==> src/hw/rtl/led_command_frame_parser_unit_defines.svh <==
// Assertion macros for the LED command frame parser unit.
// Included by the top level; no other dependencies.
`ifndef LED_COMMAND_FRAME_PARSER_UNIT_DEFINES_SVH
`define LED_COMMAND_FRAME_PARSER_UNIT_DEFINES_SVH

// condition implies consequence in the same cycle
`define LCFP_ASSERT_SAME(label, ante, cons, msg) \
   label: assert property (@(posedge clock) disable iff (reset) (ante) |-> (cons)) \
      else $error(msg);

// condition implies consequence in the next cycle
`define LCFP_ASSERT_NEXT(label, ante, cons, msg) \
   label: assert property (@(posedge clock) disable iff (reset) (ante) |=> (cons)) \
      else $error(msg);

`endif

==> src/hw/rtl/lcfp_pkg.sv <==
// Shared constants and types for the LED command frame parser unit.
// No dependencies.
package lcfp_pkg;

   localparam logic [7:0] BYTE_START = 8'h23;
   localparam logic [7:0] BYTE_END   = 8'h24;
   localparam logic [7:0] BYTE_ABORT = 8'h00;

   localparam logic [1:0] PH_HUNT = 2'd0;
   localparam logic [1:0] PH_HDR1 = 2'd1;
   localparam logic [1:0] PH_HDR2 = 2'd2;
   localparam logic [1:0] PH_DATA = 2'd3;

   localparam int unsigned STORE_DEPTH = 4;
   localparam logic [7:0]  SEL_MAX     = 8'd7;

   typedef logic [7:0] byte_type;
   typedef byte_type [STORE_DEPTH-1:0] store_type;

   typedef struct packed {
      logic [4:0] ctrl_first;
      logic [4:0] ctrl_second;
      byte_type   red;
      byte_type   green;
      byte_type   blue;
      logic       color_valid;
   } result_type;

   typedef struct packed {
      byte_type red;
      byte_type green;
      byte_type blue;
      logic     color_valid;
   } color_type;

endpackage

==> src/hw/rtl/led_command_frame_parser_unit.sv <==
// LED command frame parser unit: input register, parser, result register, config register.
// Depends on lcfp_pkg, lcfp_parser and led_command_frame_parser_unit_defines.svh.
//
//   channel | direction | handshake           | payload
//   req     | in        | req_valid/req_ready | req_rx_byte
//   rsp     | out       | rsp_valid/rsp_ready | rsp_ctrl_first .. rsp_color_valid
//   csr     | in        | csr_valid/csr_ready | csr_led_function_code
//
// One byte beat per cycle unless stalled; the closing beat moves from input to result register.
// Throughput is set by the single parser update per cycle between the two registers.
// A stalled result holds the parser; the input register still takes one beat.
// Synchronous active-high reset returns the parser to hunting, code register to 0.
`include "led_command_frame_parser_unit_defines.svh"

module led_command_frame_parser_unit (
   input  logic                clock,
   input  logic                reset,
   input  logic                req_valid,
   output logic                req_ready,
   input  lcfp_pkg::byte_type  req_rx_byte,
   output logic                rsp_valid,
   input  logic                rsp_ready,
   output logic [4:0]          rsp_ctrl_first,
   output logic [4:0]          rsp_ctrl_second,
   output lcfp_pkg::byte_type  rsp_red,
   output lcfp_pkg::byte_type  rsp_green,
   output lcfp_pkg::byte_type  rsp_blue,
   output logic                rsp_color_valid,
   input  logic                csr_valid,
   output logic                csr_ready,
   input  logic [2:0]          csr_led_function_code
);
   import lcfp_pkg::*;

   logic       in_valid_ff, in_valid_in;
   byte_type   in_byte_ff, in_byte_in;
   logic       out_valid_ff, out_valid_in;
   result_type out_ff, out_in;
   logic [2:0] code_ff, code_in;
   logic       advance;
   logic       step;
   logic       res_valid;
   result_type res;

   assign advance   = !out_valid_ff || rsp_ready;
   assign step      = in_valid_ff && advance;
   assign req_ready = !in_valid_ff || advance;
   assign csr_ready = 1'b1;

   lcfp_parser u_parser (
      .clock             (clock),
      .reset             (reset),
      .step              (step),
      .rx_byte           (in_byte_ff),
      .led_function_code (code_ff),
      .res_valid         (res_valid),
      .res               (res)
   );

   always_comb begin
      in_valid_in  = in_valid_ff;
      in_byte_in   = in_byte_ff;
      out_valid_in = out_valid_ff;
      out_in       = out_ff;
      code_in      = code_ff;
      if (req_valid && req_ready) begin
         in_valid_in = 1'b1;
         in_byte_in  = req_rx_byte;
      end else if (step) begin
         in_valid_in = 1'b0;
      end
      if (step) begin
         out_valid_in = res_valid;
         out_in       = res;
      end else if (rsp_ready) begin
         out_valid_in = 1'b0;
      end
      if (csr_valid && csr_ready) begin
         code_in = csr_led_function_code;
      end
   end

   always_ff @(posedge clock) begin
      if (reset) begin
         in_valid_ff  <= 1'b0;
         out_valid_ff <= 1'b0;
         code_ff      <= '0;
      end else begin
         in_valid_ff  <= in_valid_in;
         out_valid_ff <= out_valid_in;
         code_ff      <= code_in;
      end
      in_byte_ff <= in_byte_in;
      out_ff     <= out_in;
   end

   assign rsp_valid       = out_valid_ff;
   assign rsp_ctrl_first  = out_ff.ctrl_first;
   assign rsp_ctrl_second = out_ff.ctrl_second;
   assign rsp_red         = out_ff.red;
   assign rsp_green       = out_ff.green;
   assign rsp_blue        = out_ff.blue;
   assign rsp_color_valid = out_ff.color_valid;

   `LCFP_ASSERT_NEXT(a_req_captured, req_valid && req_ready, in_valid_ff, "req beat lost")
   `LCFP_ASSERT_NEXT(a_stall_holds_input, in_valid_ff && out_valid_ff && !rsp_ready,
                     in_valid_ff, "input dropped while result stalled")
   `LCFP_ASSERT_SAME(a_invalid_black, rsp_valid && !rsp_color_valid,
                     rsp_red == 8'd0 && rsp_green == 8'd0 && rsp_blue == 8'd0,
                     "invalid select with nonzero color")

endmodule

==> src/hw/rtl/lcfp_color.sv <==
// Color builder: maps select byte and component bytes to red, green, blue.
// Depends on lcfp_pkg.
module lcfp_color (
   input  lcfp_pkg::store_type store,
   output lcfp_pkg::color_type color
);
   import lcfp_pkg::*;

   logic     sel_ok;
   logic     en_r;
   logic     en_g;
   logic     en_b;
   logic [1:0] blue_idx;

   always_comb begin
      sel_ok   = (store[0] <= SEL_MAX);
      en_r     = store[0][2];
      en_g     = store[0][1];
      en_b     = store[0][0];
      blue_idx = 2'd1 + {1'b0, en_r} + {1'b0, en_g};
      color.color_valid = sel_ok;
      color.red   = (sel_ok && en_r) ? store[1] : '0;
      color.green = (sel_ok && en_g) ? (en_r ? store[2] : store[1]) : '0;
      color.blue  = (sel_ok && en_b) ? store[blue_idx] : '0;
   end

endmodule

==> src/hw/rtl/lcfp_parser.sv <==
// Frame parser state: phase, header fields, payload store; a result per matching frame.
// Depends on lcfp_pkg and lcfp_color.
module lcfp_parser (
   input  logic                 clock,
   input  logic                 reset,
   input  logic                 step,
   input  lcfp_pkg::byte_type   rx_byte,
   input  logic [2:0]           led_function_code,
   output logic                 res_valid,
   output lcfp_pkg::result_type res
);
   import lcfp_pkg::*;

   logic [1:0] phase_ff, phase_in;
   logic [2:0] func_ff, func_in;
   logic [4:0] ctrl1_ff, ctrl1_in;
   logic [4:0] ctrl2_ff, ctrl2_in;
   logic [2:0] count_ff, count_in;
   store_type  store_ff, store_in;
   color_type  color;

   lcfp_color u_color (
      .store (store_ff),
      .color (color)
   );

   always_comb begin
      phase_in  = phase_ff;
      func_in   = func_ff;
      ctrl1_in  = ctrl1_ff;
      ctrl2_in  = ctrl2_ff;
      count_in  = count_ff;
      store_in  = store_ff;
      res_valid = 1'b0;
      if (step) begin
         unique case (phase_ff)
            PH_HUNT: begin
               if (rx_byte == BYTE_START) begin
                  count_in = '0;
                  store_in = '0;
                  phase_in = PH_HDR1;
               end
            end
            PH_HDR1: begin
               func_in  = rx_byte[7:5];
               ctrl1_in = rx_byte[4:0];
               phase_in = PH_HDR2;
            end
            PH_HDR2: begin
               ctrl2_in = rx_byte[4:0];
               phase_in = PH_DATA;
            end
            PH_DATA: begin
               priority if (rx_byte == BYTE_ABORT) begin
                  phase_in = PH_HUNT;
               end else if (rx_byte == BYTE_END) begin
                  phase_in  = PH_HUNT;
                  res_valid = (func_ff == led_function_code);
               end else if (count_ff < 3'(STORE_DEPTH)) begin
                  store_in[count_ff[1:0]] = rx_byte;
                  count_in = count_ff + 3'd1;
               end
            end
            default: phase_in = PH_HUNT;
         endcase
      end
      res.ctrl_first  = ctrl1_ff;
      res.ctrl_second = ctrl2_ff;
      res.red         = color.red;
      res.green       = color.green;
      res.blue        = color.blue;
      res.color_valid = color.color_valid;
   end

   always_ff @(posedge clock) begin
      if (reset) begin
         phase_ff <= PH_HUNT;
         count_ff <= '0;
         func_ff  <= '0;
         ctrl1_ff <= '0;
         ctrl2_ff <= '0;
      end else begin
         phase_ff <= phase_in;
         count_ff <= count_in;
         func_ff  <= func_in;
         ctrl1_ff <= ctrl1_in;
         ctrl2_ff <= ctrl2_in;
      end
      store_ff <= store_in;
   end

endmodule
==> config.mk <==
export PLATFORM = sky130hd
export DESIGN_NAME = led_command_frame_parser_unit
export DESIGN_NICKNAME = d
export VERILOG_FILES = /design/src/hw/rtl/lcfp_pkg.sv /design/src/hw/rtl/led_command_frame_parser_unit.sv /design/src/hw/rtl/lcfp_color.sv /design/src/hw/rtl/lcfp_parser.sv
export VERILOG_INCLUDE_DIRS = /design/src /design/src/hw/rtl
export SDC_FILE = /design/constraint.sdc
export NUM_CORES = 1
export LEC_CHECK = 0
export BUFFER_PORTS_ARGS = -buffer_cell sky130_fd_sc_hd__buf_2
export CAP_MARGIN = 20
export CORE_ASPECT_RATIO = 1.75
export CORE_UTILIZATION = 55
export DETAILED_ROUTE_END_ITERATION = 8
export PLACE_DENSITY = 0.81
export SLEW_MARGIN = 40
export SYNTH_ARGS = -nofsm -noshare
export SYNTH_HDL_FRONTEND = slang
export SYNTH_SLANG_ARGS = --single-unit
==> constraint.sdc <==
create_clock -name clock -period 6.1 [get_ports clock]
set_input_delay 0.305 -clock clock [delete_from_list [all_inputs] [get_ports clock]]
set_output_delay 0.305 -clock clock [all_outputs]
set_load 0.005 [all_outputs]
======== After elaboration in Yosys (flattened, before gate mapping) ========
Cells that the tools add are included.
W data, S select, Z words.
storage, ports and cells
  flip-flop bits (word level) ............. 98
  output and inout port bits .............. 38
  logic and storage cells ................. 84
operators by class
  $add $sub $neg .......................... 3
  $lt $le $gt $ge ......................... 5
  equal/unequal tests ..................... 11
  muxes and demuxes ....................... 27
  reductions and logical operators ........ 19
operators with widths
  cell                   number
  $mux W32               4
  $pmux W32 S2           1
  $bwmux W32             1
  $mux W8                3
  $bmux W8 S2            1
  $demux W8 S2           1
  $eq A8 B6 Y1 const B   2
  $mux W3                4
  $le A8 B3 Y1 const B   1
  $logic_not A8 Y1       1
  $pmux W2 S4            1
  $mux W1                7
  $logic_and A1 B1 Y1    6
  $lt A2 B3 Y1 const B   2
  $mux W2                3
  $pmux W3 S2            1
  $reduce_and A6 Y1      1
  $reduce_bool A2 Y1     3
  $eq A2 B2 Y1 const B   2
  $ne A2 B1 Y1 const B   2
  $ne A2 B2 Y1 const B   2
  $reduce_and A2 Y1      2
  $add A3 B1 Y3 const B  1
  $eq A3 B3 Y1           1
  10 further kinds       12

======== Longest topological paths before layout ========
Gate-level depths: netlist (run 1).
  word-level depth ........................ 9
  gate-level depth with buffers ........... 8
  mapped depth without buffers ............ 5

======== By module ========
A second synthesis (run 1) with hierarchy kept.
second synthesis, totals
  cell total of the unflattened synthesis .. 342
  area total of the unflattened synthesis .. 4388.0 µm²
by module, submodules not included
  module                         times used  cells an instance  area each (µm²)  seq. area each (µm²)
  lcfp_parser                    1           222                2408.6           1321.3
  led_command_frame_parser_unit  1           64                 1500.2           1391.3
  lcfp_color                     1           56                 479.2            0.0

======== Worst setup path before layout (run 1) ========
Ideal clock, no wire load.
  path type ............................... reg2reg
  start point ............................. register in_byte_ff[3]
  end point ............................... register u_parser.store_ff[0] (netlist bit), enable pin
  library setup time ...................... 0.421 ns
  arrival time ............................ 2.702 ns
  slack ................................... 2.977 ns
  stages on the path, launching flop included .. 5
  clock period less this slack ............ 3.123 ns
  path through ............................ edfxtp_1 > buf_6 > or4_4 > o21a_2 > a211oi_2
between the ends
  word-level cells in the longest chain between the ends .. 3
RTL lines
  item                                                                  line                                 RTL
  start: declaration                                                    led_command_frame_parser_unit.sv:36  byte_type in_byte_ff, in_byte_in;
  start signal: assignment                                              led_command_frame_parser_unit.sv:93  in_byte_ff <= in_byte_in;
  $eq A8 B6 Y1 (tied with other cells)                                  lcfp_parser.sv:56                    end else if (rx_byte == BYTE_END) begin
  $ne A2 B2 Y1 (no source line) / $ne A2 B1 Y1 (equally long branches)  --
  $reduce_and A6 Y1 (no source line) *                                  --
  end signal: assignment                                                lcfp_parser.sv:89                    store_ff <= store_in;
  end: declaration                                                      lcfp_parser.sv:19                    store_type store_ff, store_in;
Every way passes the cells marked *; elsewhere a longest branch is shown, timed or not.
A chain may end at the register's enable or synchronous reset.

======== Final worst setup path (run 1) ========
  start point ............................. register in_byte_ff[3]
  end point ............................... register u_parser.store_ff[3] (netlist bit), enable pin
The elaborated chain is that of the path after synthesis.

==> results of run 1 <==
per-layer routing:
| metal | share of wire, % | wire (µm) | vias up |
|---|---|---|---|
| met3 | 3.8 | 294 | 16 |
| met4 | 2.8 | 219 | 0 |
| met1 | 38 | 2950 | 1296 |
| met5 | 0 | 0 | - |
| li1 | - | - | 1268 |
| met2 | 56 | 4340 | 76 |
power by group:
group	switching [W]	internal (W)
Sequential	0.0000150	0.000726
Combinational	0.0000193	0.0000154
Clock	0.000238	0.000315
Total	0.000272	0.00106
worst max-delay path, cell delays in order, from the launching register on:
cell and delay [ns]:
edfxtp_1 0.52, or4_4 0.59, o21a_2 0.29, a211oi_4 0.16, buf_4 0.42
cells in the final DEF (no fill, tap or decap), types with 3 or more instances in the layout:
cell        n
edfxtp_1   75
nor2_1     60
mux2i_1    57
buf_2      52
dfxtp_1    23
and3_1     16
clkbuf_16  10
inv_1       9
ha_1        9
nand2_1     7
mux4_2      7
o31ai_1     5
xnor2_1     3
a21oi_1     3
cells by family (layout without fill, tap and decap cells):
kind of cell             Yosys count  count (layout)
AO/OA/AOI/OAI                     17              17
XOR/XNOR                           4               4
adder cells (fa/ha/maj)            9               9
buffers and inverters             31              80
flip-flops                        98              98
multiplexers                      64              64
other                              1               1
AND/OR/NAND/NOR                  101             101
through the flow:
step	area (µm²)	total power, W	hold slack, ns	utilization [%]
floorplan	4380	0.000775	0.404	-
CTS	4950	0.00134	0.124	64.9
global route	4950	0.00136	0.129	64.9
detailed placement	4650	0.000791	0.420	61.0
global placement	4650	0.000789	0.417	61.0
finish	4950	0.00133	0.131	64.9
sequential cells by signal, indices dropped and copies added, names as in the netlist:
register           count
code_ff                3
in_byte_ff             8
in_valid_ff            1
rsp_blue               8
rsp_color_valid        1
rsp_ctrl_first         5
rsp_ctrl_second        5
rsp_green              8
rsp_red                8
rsp_valid              1
u_parser.count_ff      3
u_parser.ctrl1_ff      5
u_parser.ctrl2_ff      5
u_parser.func_ff       3
u_parser.phase_ff      2
u_parser.store_ff     32
area by class of cell:
| type | count | area, µm² |
|---|---|---|
| Clock inverter | 4 | 31.3 |
| Inverter | 10 | 37.5 |
| Sequential cell | 98 | 2710 |
| Fill cell | 564 | 2670 |
| Multi-Input combinational cell | 196 | 1510 |
| Tap cell | 88 | 110 |
| Timing Repair Buffer | 54 | 275 |
| Clock buffer | 12 | 268 |
worst max path at each step:
stage                               startpoint                    to
after global routing      u_parser.store_ff[2]           rsp_blue[7]
after detailed placement  u_parser.store_ff[2]           rsp_blue[7]
after CTS                 u_parser.store_ff[2]           rsp_blue[7]
final                            in_byte_ff[3]  u_parser.store_ff[3]
after floorplan                  in_byte_ff[3]  u_parser.store_ff[0]
after global placement    u_parser.store_ff[2]           rsp_blue[5]
==> impl_metrics.toml, run 1 <==
[run_status]
outcome = "completed"

[yosys]
synth-xor-area-share_pct = 0.971
netlist.area_leader.share_pct = 51.4
synth_area_leaders = "edfxtp_1 (51%), mux2i_1 (13%), dfxtp_1 (11%)"
synthAdderAreaFrac_pct = 2.57
synth-compound-area-share_pct = 2.94
async_flop_share_pct = 0
yosysUniqueCellTypes = 39
synth_edf_count = 75
synth.most_common_cell = "edfxtp_1"
synth_seq_cells = 98
synthTopCellsByCount = "edfxtp_1 (75), nor2_1 (60), mux2i_1 (57), dfxtp_1 (23), and3_1 (16)"
synth_ff_type = "edfxtp_1"
synth_top_family_by_area = "multiplexers"
synth_area_leader_cell = "edfxtp_1"
synthMuxAreaShare_pct = 16.6
synth_warnings = 0
ys_seq_area_share_pct = 61.9
syn-cell-area_um2 = 4380
avgSynthCellArea_um2 = 13.5
yosys.area_share.simple_pct = 11.1
synth_cells = 325
syn-num-nets = 350

[setup_path]
crit_path_max_fanout = 34
rr_endpoint = "u_parser.store_ff[3]"
crit_required_ns = 6.10
r2r_slack_ns = 3.76
cp-end-kind = "flip-flop"
crit_type = "reg -> reg"
reg2reg_from = "in_byte_ff[3]"
critPathLaunchType = "flip-flop"
arrival_ns = 2.33
worstRegToRegCells = 4

[cells_and_area]
area_growth_syn_to_layout_pct = 12.9
fin_cells = 462
final_layout_size_suffix_gt1_share_pct = 22.2
final_net_count = 394
num_antenna_cells = 0

[flow_run]
maxCapViolCount = 0

[die]
die_w_um = 69.5
start_util_pct = 57.5
chipHeight_um = 120
dieArea_um2 = 8340
ioPinCount = 54
core_um2 = 7620
num_rows = 42

[global_route]
grt_pass1_wl_um = 12600
grtUsageMet3_pct = 4.03
antenna_found_initial = 0
first_global_vias = 2511
grt.busiest_layer = "met2"
overflow = 0
globalRouteMet1Util_pct = 21.4
grt_util_all_layers_pct = 20.1
grt_start_max_net_pins = 35
globalRouteMet2Util_pct = 36.7

[sta]
clock.fmax_mhz = 428
finalCritPeriodShare_pct = 38.3
report.final.slew_viol_count = 0
relSlewSlack_pct = 49.2
finClkSkew_ns = 0.00958
setup_ws_ns = 3.76
rsz0062_at_grt = "false"
worst_pin_slew_ns = 0.760
finalSetupViolations = 0
final-hold-violation-count = 0
fin_crit_ns = 2.34
tns_ns = 0

[placed_design]
dp_hpwl_um = 5600
pre_cts_slack_ns = 3.76
gp_congestion = 0.836
placed_cells = 446
portBuffers = 52

[min_path]
hold_end = "in_byte_ff[4]"
hold_class = "in -> reg"
hp-start = "req_rx_byte[4]"
holdPathStages = 1

[detailed_routing]
ant_nets = 0
via_count = 2656
via_per_inst = 5.75
drc = 0
drt_iter0_drc = 157
wl_um = 7800
wl_per_cell_um = 16.9
first_pass_iters = 5

[clock_tree]
holdBufCountCts = 0
post_cts_resized = 0
cts_max_path_buffers = 2
cts_setup_buffers = 0
cts_buffers = 9
clkSlewWorstSetupHoldPaths_ns = 0.07
clock_latency_ns = 0.35
root_buffer = "clkbuf_16"
cts_tree = "built"
cts.sinks = 98
htree_levels = 3

[pwr]
power_leakage_nw = 2.00
peakVddDrop_mv = 0.252
power_density_nw_per_um2 = 269
Note: power is estimated with default switching activity, not from simulation.
==> run 2: changes to the inputs <==
--- a/config.mk
+++ b/config.mk
@@ -9,9 +9,9 @@
 export BUFFER_PORTS_ARGS = -buffer_cell sky130_fd_sc_hd__buf_2
 export CAP_MARGIN = 20
 export CORE_ASPECT_RATIO = 1.75
-export CORE_UTILIZATION = 55
+export CORE_UTILIZATION = 52
 export DETAILED_ROUTE_END_ITERATION = 8
-export PLACE_DENSITY = 0.81
+export PLACE_DENSITY = 0.8
 export SLEW_MARGIN = 40
 export SYNTH_ARGS = -nofsm -noshare
 export SYNTH_HDL_FRONTEND = slang
==> constraint.sdc (replaced) <==
create_clock -name clock -period 2.1 [get_ports clock]
set_input_delay 0.105 -clock clock [delete_from_list [all_inputs] [get_ports clock]]
set_output_delay 0.105 -clock clock [all_outputs]
set_load 0.005 [all_outputs]
==> impl_metrics.toml, run 2 (synthesis gave the netlist of run 1 again) <==
[clock_tree]
cts.sinks = 98
clkSlewWorstSetupHoldPaths_ns = 0.07
htree_levels = 3
cts_setup_buffers = 0
cts_tree = "built"
clock_latency_ns = 0.35
cts_buffers = 9
root_buffer = "clkbuf_16"
cts_max_path_buffers = 2

[global_route]
grt_pass1_wl_um = 13100
grt_start_max_net_pins = 35
globalRouteMet2Util_pct = 38.3
overflow = 0
antenna_found_initial = 0
globalRouteMet1Util_pct = 20.8
grt.busiest_layer = "met2"
grtUsageMet3_pct = 4.89
grt_util_all_layers_pct = 20.4
first_global_vias = 2704

[cells_and_area]
fin_cells = 490
fillers = 652
num_antenna_cells = 0
final_layout_size_suffix_gt1_share_pct = 24.1
mostFrequentLayoutCell = "edfxtp_1"
largest_reg_flops = 32
final_cell_mix = "edfxtp_1 (75), nor2_1 (60), mux2i_1 (57)"
regMostFlops = "u_parser.store_ff"
area_growth_syn_to_layout_pct = 17.8
final_net_count = 418

[pwr]
clock_power_share_pct = 40.4
p_sw_w = 0.000848
power_density_nw_per_um2 = 746
p_sw_share_pct = 22.0
p_int_w = 0.00300
comb_power_share_pct = 4.3
p_seq_share_pct = 55.2
p_total_w = 0.00385
power_leakage_nw = 2.10
peakVddDrop_mv = 0.552

[placed_design]
gp_congestion = 0.801
portBuffers = 52
dp_hpwl_um = 5790
pre_cts_slack_ns = 0.0844
placed_cells = 462

[sta]
report.final.slew_viol_count = 0
worst_pin_slew_ns = 0.561
holdWs_ns = 0.0652
relSlewSlack_pct = 62.6
finalCritPeriodShare_pct = 95.7
final-hold-violation-count = 0
finClkSkew_ns = 0.00679
rsz0062_at_grt = "false"
setup_ws_ns = 0.0898
fin_crit_ns = 2.01
clock.fmax_mhz = 497
finalSetupViolations = 0

[detailed_routing]
wl_per_cell_um = 16.9
drc = 5
via_per_inst = 5.51
wl_um = 8280
via_count = 2700
ant_nets = 0
drt_iter0_drc = 124
first_pass_iters = 7

[die]
chipHeight_um = 123
dieArea_um2 = 8810
num_rows = 44
core_um2 = 8260
die_w_um = 71.4
ioPinCount = 54
start_util_pct = 53.0

[setup_path]
critPathLaunchType = "flip-flop"
crit_required_ns = 2.15
cp_slowest_cell = "or4_4"
cp_cell_sequence = "or4_4 -> o21a_4 -> a211oi_4 -> buf_12"
arrival_ns = 2.06
cp_slowest_stage_delay_ns = 0.58
crit_path_max_fanout = 34
crit_type = "reg -> reg"
cp-end-kind = "flip-flop"

[run_status]
outcome = "finished with violations"
violations = "design-rule violations"

[flow_run]
maxCapViolCount = 0

[min_path]
hold_class = "in -> reg"
## run 2: changes by cell type in the layout (fill, tap and decap cells not counted), moves of 2 or more
cell           change
buf_4             +11
dlygate4sd3_1     +12
inv_4              +2
inv_6              +2
## run 2: metal layers
metal | wire length [µm] | vias up
met1 | 3070 | 1290
met3 | 283 | 18
met2 | 4750 | 74
met5 | 0 | -
li1 | - | 1318
met4 | 179 | 0
## run 2: worst max-delay path: cells and delay by family (launching register included)
family	cells	cell delay [ns]
buf+inv	1	0.25
simple gates	1	0.58
flops	1	0.39
compound gates	2	0.47
## run 2: what timing repair did
item / 4_1_cts / 5_1_grt
hold buffers: 12 / 0
endpoints found under the setup margin: 0 / 7
endpoints found under the hold margin: 12 / 0
gates resized for setup: 0 / 1
## run 2: layout make-up
| class | count | area (µm²) | share of cell area, % |
|---|---|---|---|
| sequential | 98 | 2710 | 52.6 |
| multi-input combinational | 196 | 1520 | 29.5 |
| timing repair buffer | 78 | 498 | 9.65 |
| clock buffer | 10 | 229 | 4.44 |
| tap | 92 | 115 | 2.23 |
| clock inverter | 6 | 47.5 | 0.921 |
| inverter | 10 | 37.5 | 0.727 |
## run 2: per-stage QoR
stage	utilization [%]	setup TNS, ns	area [µm²]
after detailed placement	57.7	0	4760
final	62.5	0	5160
after global placement	57.7	0	4760
after floorplan	-	-17.04	4400
after global routing	62.5	0	5160
after CTS	62.5	0	5160
## run 2: final timing paths
path	start	to	slack [ns]	cells after the start
worst max-delay path	in_byte_ff[6]	u_parser.store_ff[10]	0.09	4
worst min-delay path	csr_valid	code_ff[1]	0.07	3
worst max register to register	in_byte_ff[6]	u_parser.store_ff[10]	0.09	4
worst min register to register	u_parser.ctrl2_ff[4]	rsp_ctrl_second[4]	0.44	0
## run 2: power by group through the flow
stage,Clock [W],Sequential [W],Combinational (W)
global placement,0,0.00217,0.000146
global route,0.00167,0.00213,0.000181
detailed placement,0,0.00217,0.000150
finish,0.00156,0.00213,0.000167
CTS,0.00158,0.00213,0.000167
floorplan,0,0.00217,0.0000832
==> run 3: changes to the inputs <==
--- a/config.mk
+++ b/config.mk
@@ -15,4 +15,5 @@
 export SLEW_MARGIN = 40
 export SYNTH_ARGS = -nofsm -noshare
 export SYNTH_HDL_FRONTEND = slang
+export SYNTH_HIERARCHICAL = 1
 export SYNTH_SLANG_ARGS = --single-unit
==> constraint.sdc (replaced) <==
create_clock -name clock -period 1.7 [get_ports clock]
set_input_delay 0.085 -clock clock [delete_from_list [all_inputs] [get_ports clock]]
set_output_delay 0.085 -clock clock [all_outputs]
set_load 0.005 [all_outputs]
==> impl_metrics.toml, run 3 <==
[pwr]
p_seq_share_pct = 52.5
peakVddDrop_mv = 0.899
power_density_nw_per_um2 = 880
p_sw_share_pct = 20.6
clock_power_share_pct = 42.6
p_int_w = 0.00397
power_leakage_nw = 2.21
p_sw_w = 0.00103
comb_power_share_pct = 4.9

[placed_design]
gp_congestion = 0.844
portBuffers = 52
dp_hpwl_um = 6360

[cells_and_area]
mostFrequentLayoutCell = "edfxtp_1"
area_growth_syn_to_layout_pct = 29.6
num_antenna_cells = 0
final_cell_mix = "edfxtp_1 (75), buf_2 (52), nor2_1 (47), buf_4 (47), mux2i_1 (45)"
final_net_count = 476
regMostFlops = "u_parser/store_ff"
fillers = 576
final_layout_size_suffix_gt1_share_pct = 34.6
largest_reg_flops = 32

[die]
num_rows = 44
ioPinCount = 54
dieArea_um2 = 8820
start_util_pct = 53.1
die_w_um = 71.4
core_um2 = 8260
chipHeight_um = 124

[sta]
rsz0062_at_grt = "true"
finalSetupViolations = 43
final-hold-violation-count = 0
clock.fmax_mhz = 536
report.final.slew_viol_count = 0
fin_crit_ns = 1.86
holdWs_ns = 0.0500
finalCritPeriodShare_pct = 110
setup_ws_ns = -0.164
tns_ns = -5.75
finClkSkew_ns = 0.00764

[yosys]
synth_cells = 342
synth_area_leader_cell = "edfxtp_1"
netlist.area_leader.share_pct = 51.3
synth_warnings = 6
synth_edf_count = 75
ys_seq_area_share_pct = 61.8
synth_seq_cells = 98
async_flop_share_pct = 0
synth_area_leaders = "edfxtp_1 (51%), dfxtp_1 (10%), mux2i_1 (10%)"
syn-cell-area_um2 = 4390
synth.most_common_cell = "edfxtp_1"
synthTopCellsByCount = "edfxtp_1 (75), nor2_1 (49), mux2i_1 (46), dfxtp_1 (23), nand2_1 (23)"
yosysUniqueCellTypes = 40
syn-num-nets = 367
synth_ff_type = "edfxtp_1"
avgSynthCellArea_um2 = 12.8

[clock_tree]
clock_latency_ns = 0.34
root_buffer = "clkbuf_16"
cts.sinks = 98
cts_max_path_buffers = 2
htree_levels = 3
cts_tree = "built"
clkSlewWorstSetupHoldPaths_ns = 0.07
cts_buffers = 9

[setup_path]
crit_path_max_fanout = 16
crit_type = "reg -> reg"
crit_required_ns = 1.77
arrival_ns = 1.94
cp_cell_sequence = "or3_4 -> o31a_1 -> a21oi_4 -> nor2_4"
critPathLaunchType = "flip-flop"
cp_slowest_cell = "edfxtp_1"
cp_slowest_stage_delay_ns = 0.44
cp-end-kind = "flip-flop"

[detailed_routing]
via_count = 3070
via_per_inst = 5.60
drc = 0
wl_per_cell_um = 17.2
first_pass_iters = 5
drt_iter0_drc = 244
wl_um = 9440
ant_nets = 0

[global_route]
grt_util_all_layers_pct = 22.7
first_global_vias = 3141
grt_start_max_net_pins = 51
grt_pass1_wl_um = 14800
overflow = 0
antenna_found_initial = 0

[run_status]
violations = "negative setup slack"
outcome = "finished with violations"

[min_path]
hold_class = "in -> reg"

[flow_run]
maxCapViolCount = 0
## run 3: cell types whose count changed after synthesis, sizes merged, moves of 8 or more
cell   delta
mux2i    -11
nor2     -11
nand3    +13
a21oi    +14
and3      -8
and2     +10
nand2    +16
## run 3: final cells by class
type | instances | area [µm²] | share of cell area, %
sequential | 98 | 2710 | 47.7
clock buffer | 10 | 250 | 4.40
clock inverter | 6 | 72.6 | 1.28
inverter | 10 | 40.0 | 0.704
tap | 92 | 115 | 2.02
multi-input combinational | 215 | 1670 | 29.4
timing repair buffer | 117 | 822 | 14.5
## run 3: through the flow
| stage | area [µm²] | cells | utilization [%] | worst slack (ns) | power, W |
|---|---|---|---|---|---|
| after CTS | 5600 | 545 | 67.8 | -0.123 | 0.00502 |
| final | 5690 | 548 | 68.9 | -0.164 | 0.00500 |
| after floorplan | 4450 | 342 | - | -0.549 | 0.00277 |
| after detailed placement | 5050 | 511 | 61.2 | -0.379 | 0.00289 |
| after global routing | 5690 | 548 | 68.9 | -0.210 | 0.00514 |
| after global placement | 5050 | 511 | 61.2 | -0.332 | 0.00288 |
## run 3: kinds of logic after synthesis
family	count (synthesis)	synth area share [%]
buffers and inverters	30	3.16
XOR/XNOR	4	0.799
other	1	0.0855
adder cells (fa/ha/maj)	9	2.57
flip-flops	98	61.8
AND/OR/NAND/NOR	120	13.5
multiplexers	53	14.1
AO/OA/AOI/OAI	27	3.99
## run 3: final timing paths
kind | startpoint | end | slack, ns | depth (start not counted)
max | in_byte_ff[6] | u_parser/store_ff[16] | -0.16 | 4
min | rsp_ready | rsp_valid | 0.05 | 3
max reg2reg | in_byte_ff[6] | u_parser/store_ff[16] | -0.16 | 4
min reg2reg | u_parser/ctrl2_ff[2] | rsp_ctrl_second[2] | 0.43 | 0
## run 3: power by group through the flow
stage | clock (W) | sequential (W) | combinational, W
finish | 0.00213 | 0.00263 | 0.000243
global route | 0.00224 | 0.00263 | 0.000264
CTS | 0.00215 | 0.00263 | 0.000236
detailed placement | 0 | 0.00268 | 0.000207
global placement | 0 | 0.00268 | 0.000203
floorplan | 0 | 0.00269 | 0.0000859
## run 3: worst max-delay path, delay by kind of cell, from the launching register on
family,cells,cell delay (ns)
AO/OA/AOI/OAI,2,0.60
AND/OR/NAND/NOR,2,0.57
flip-flops,1,0.44
## run 3: what timing repair did
| action | 4_1_cts | 5_1_grt |
|---|---|---|
| gates resized for setup | 12 | 18 |
| hold buffers | 12 | 0 |
| setup buffers | 5 | 3 |
| endpoints found under the setup margin | 64 | 54 |
| gates cloned | 1 | 0 |
| pin swaps | 5 | 5 |
| endpoints found under the hold margin | 12 | 0 |
## run 3: layer usage
layer | vias up | routed length, µm | track usage, %
met4 | 0 | 287 | 12.9
li1 | 1456 | - | -
met1 | 1490 | 3220 | 22.1
met5 | - | 0 | 0
met3 | 28 | 339 | 3.99
met2 | 96 | 5600 | 44.0
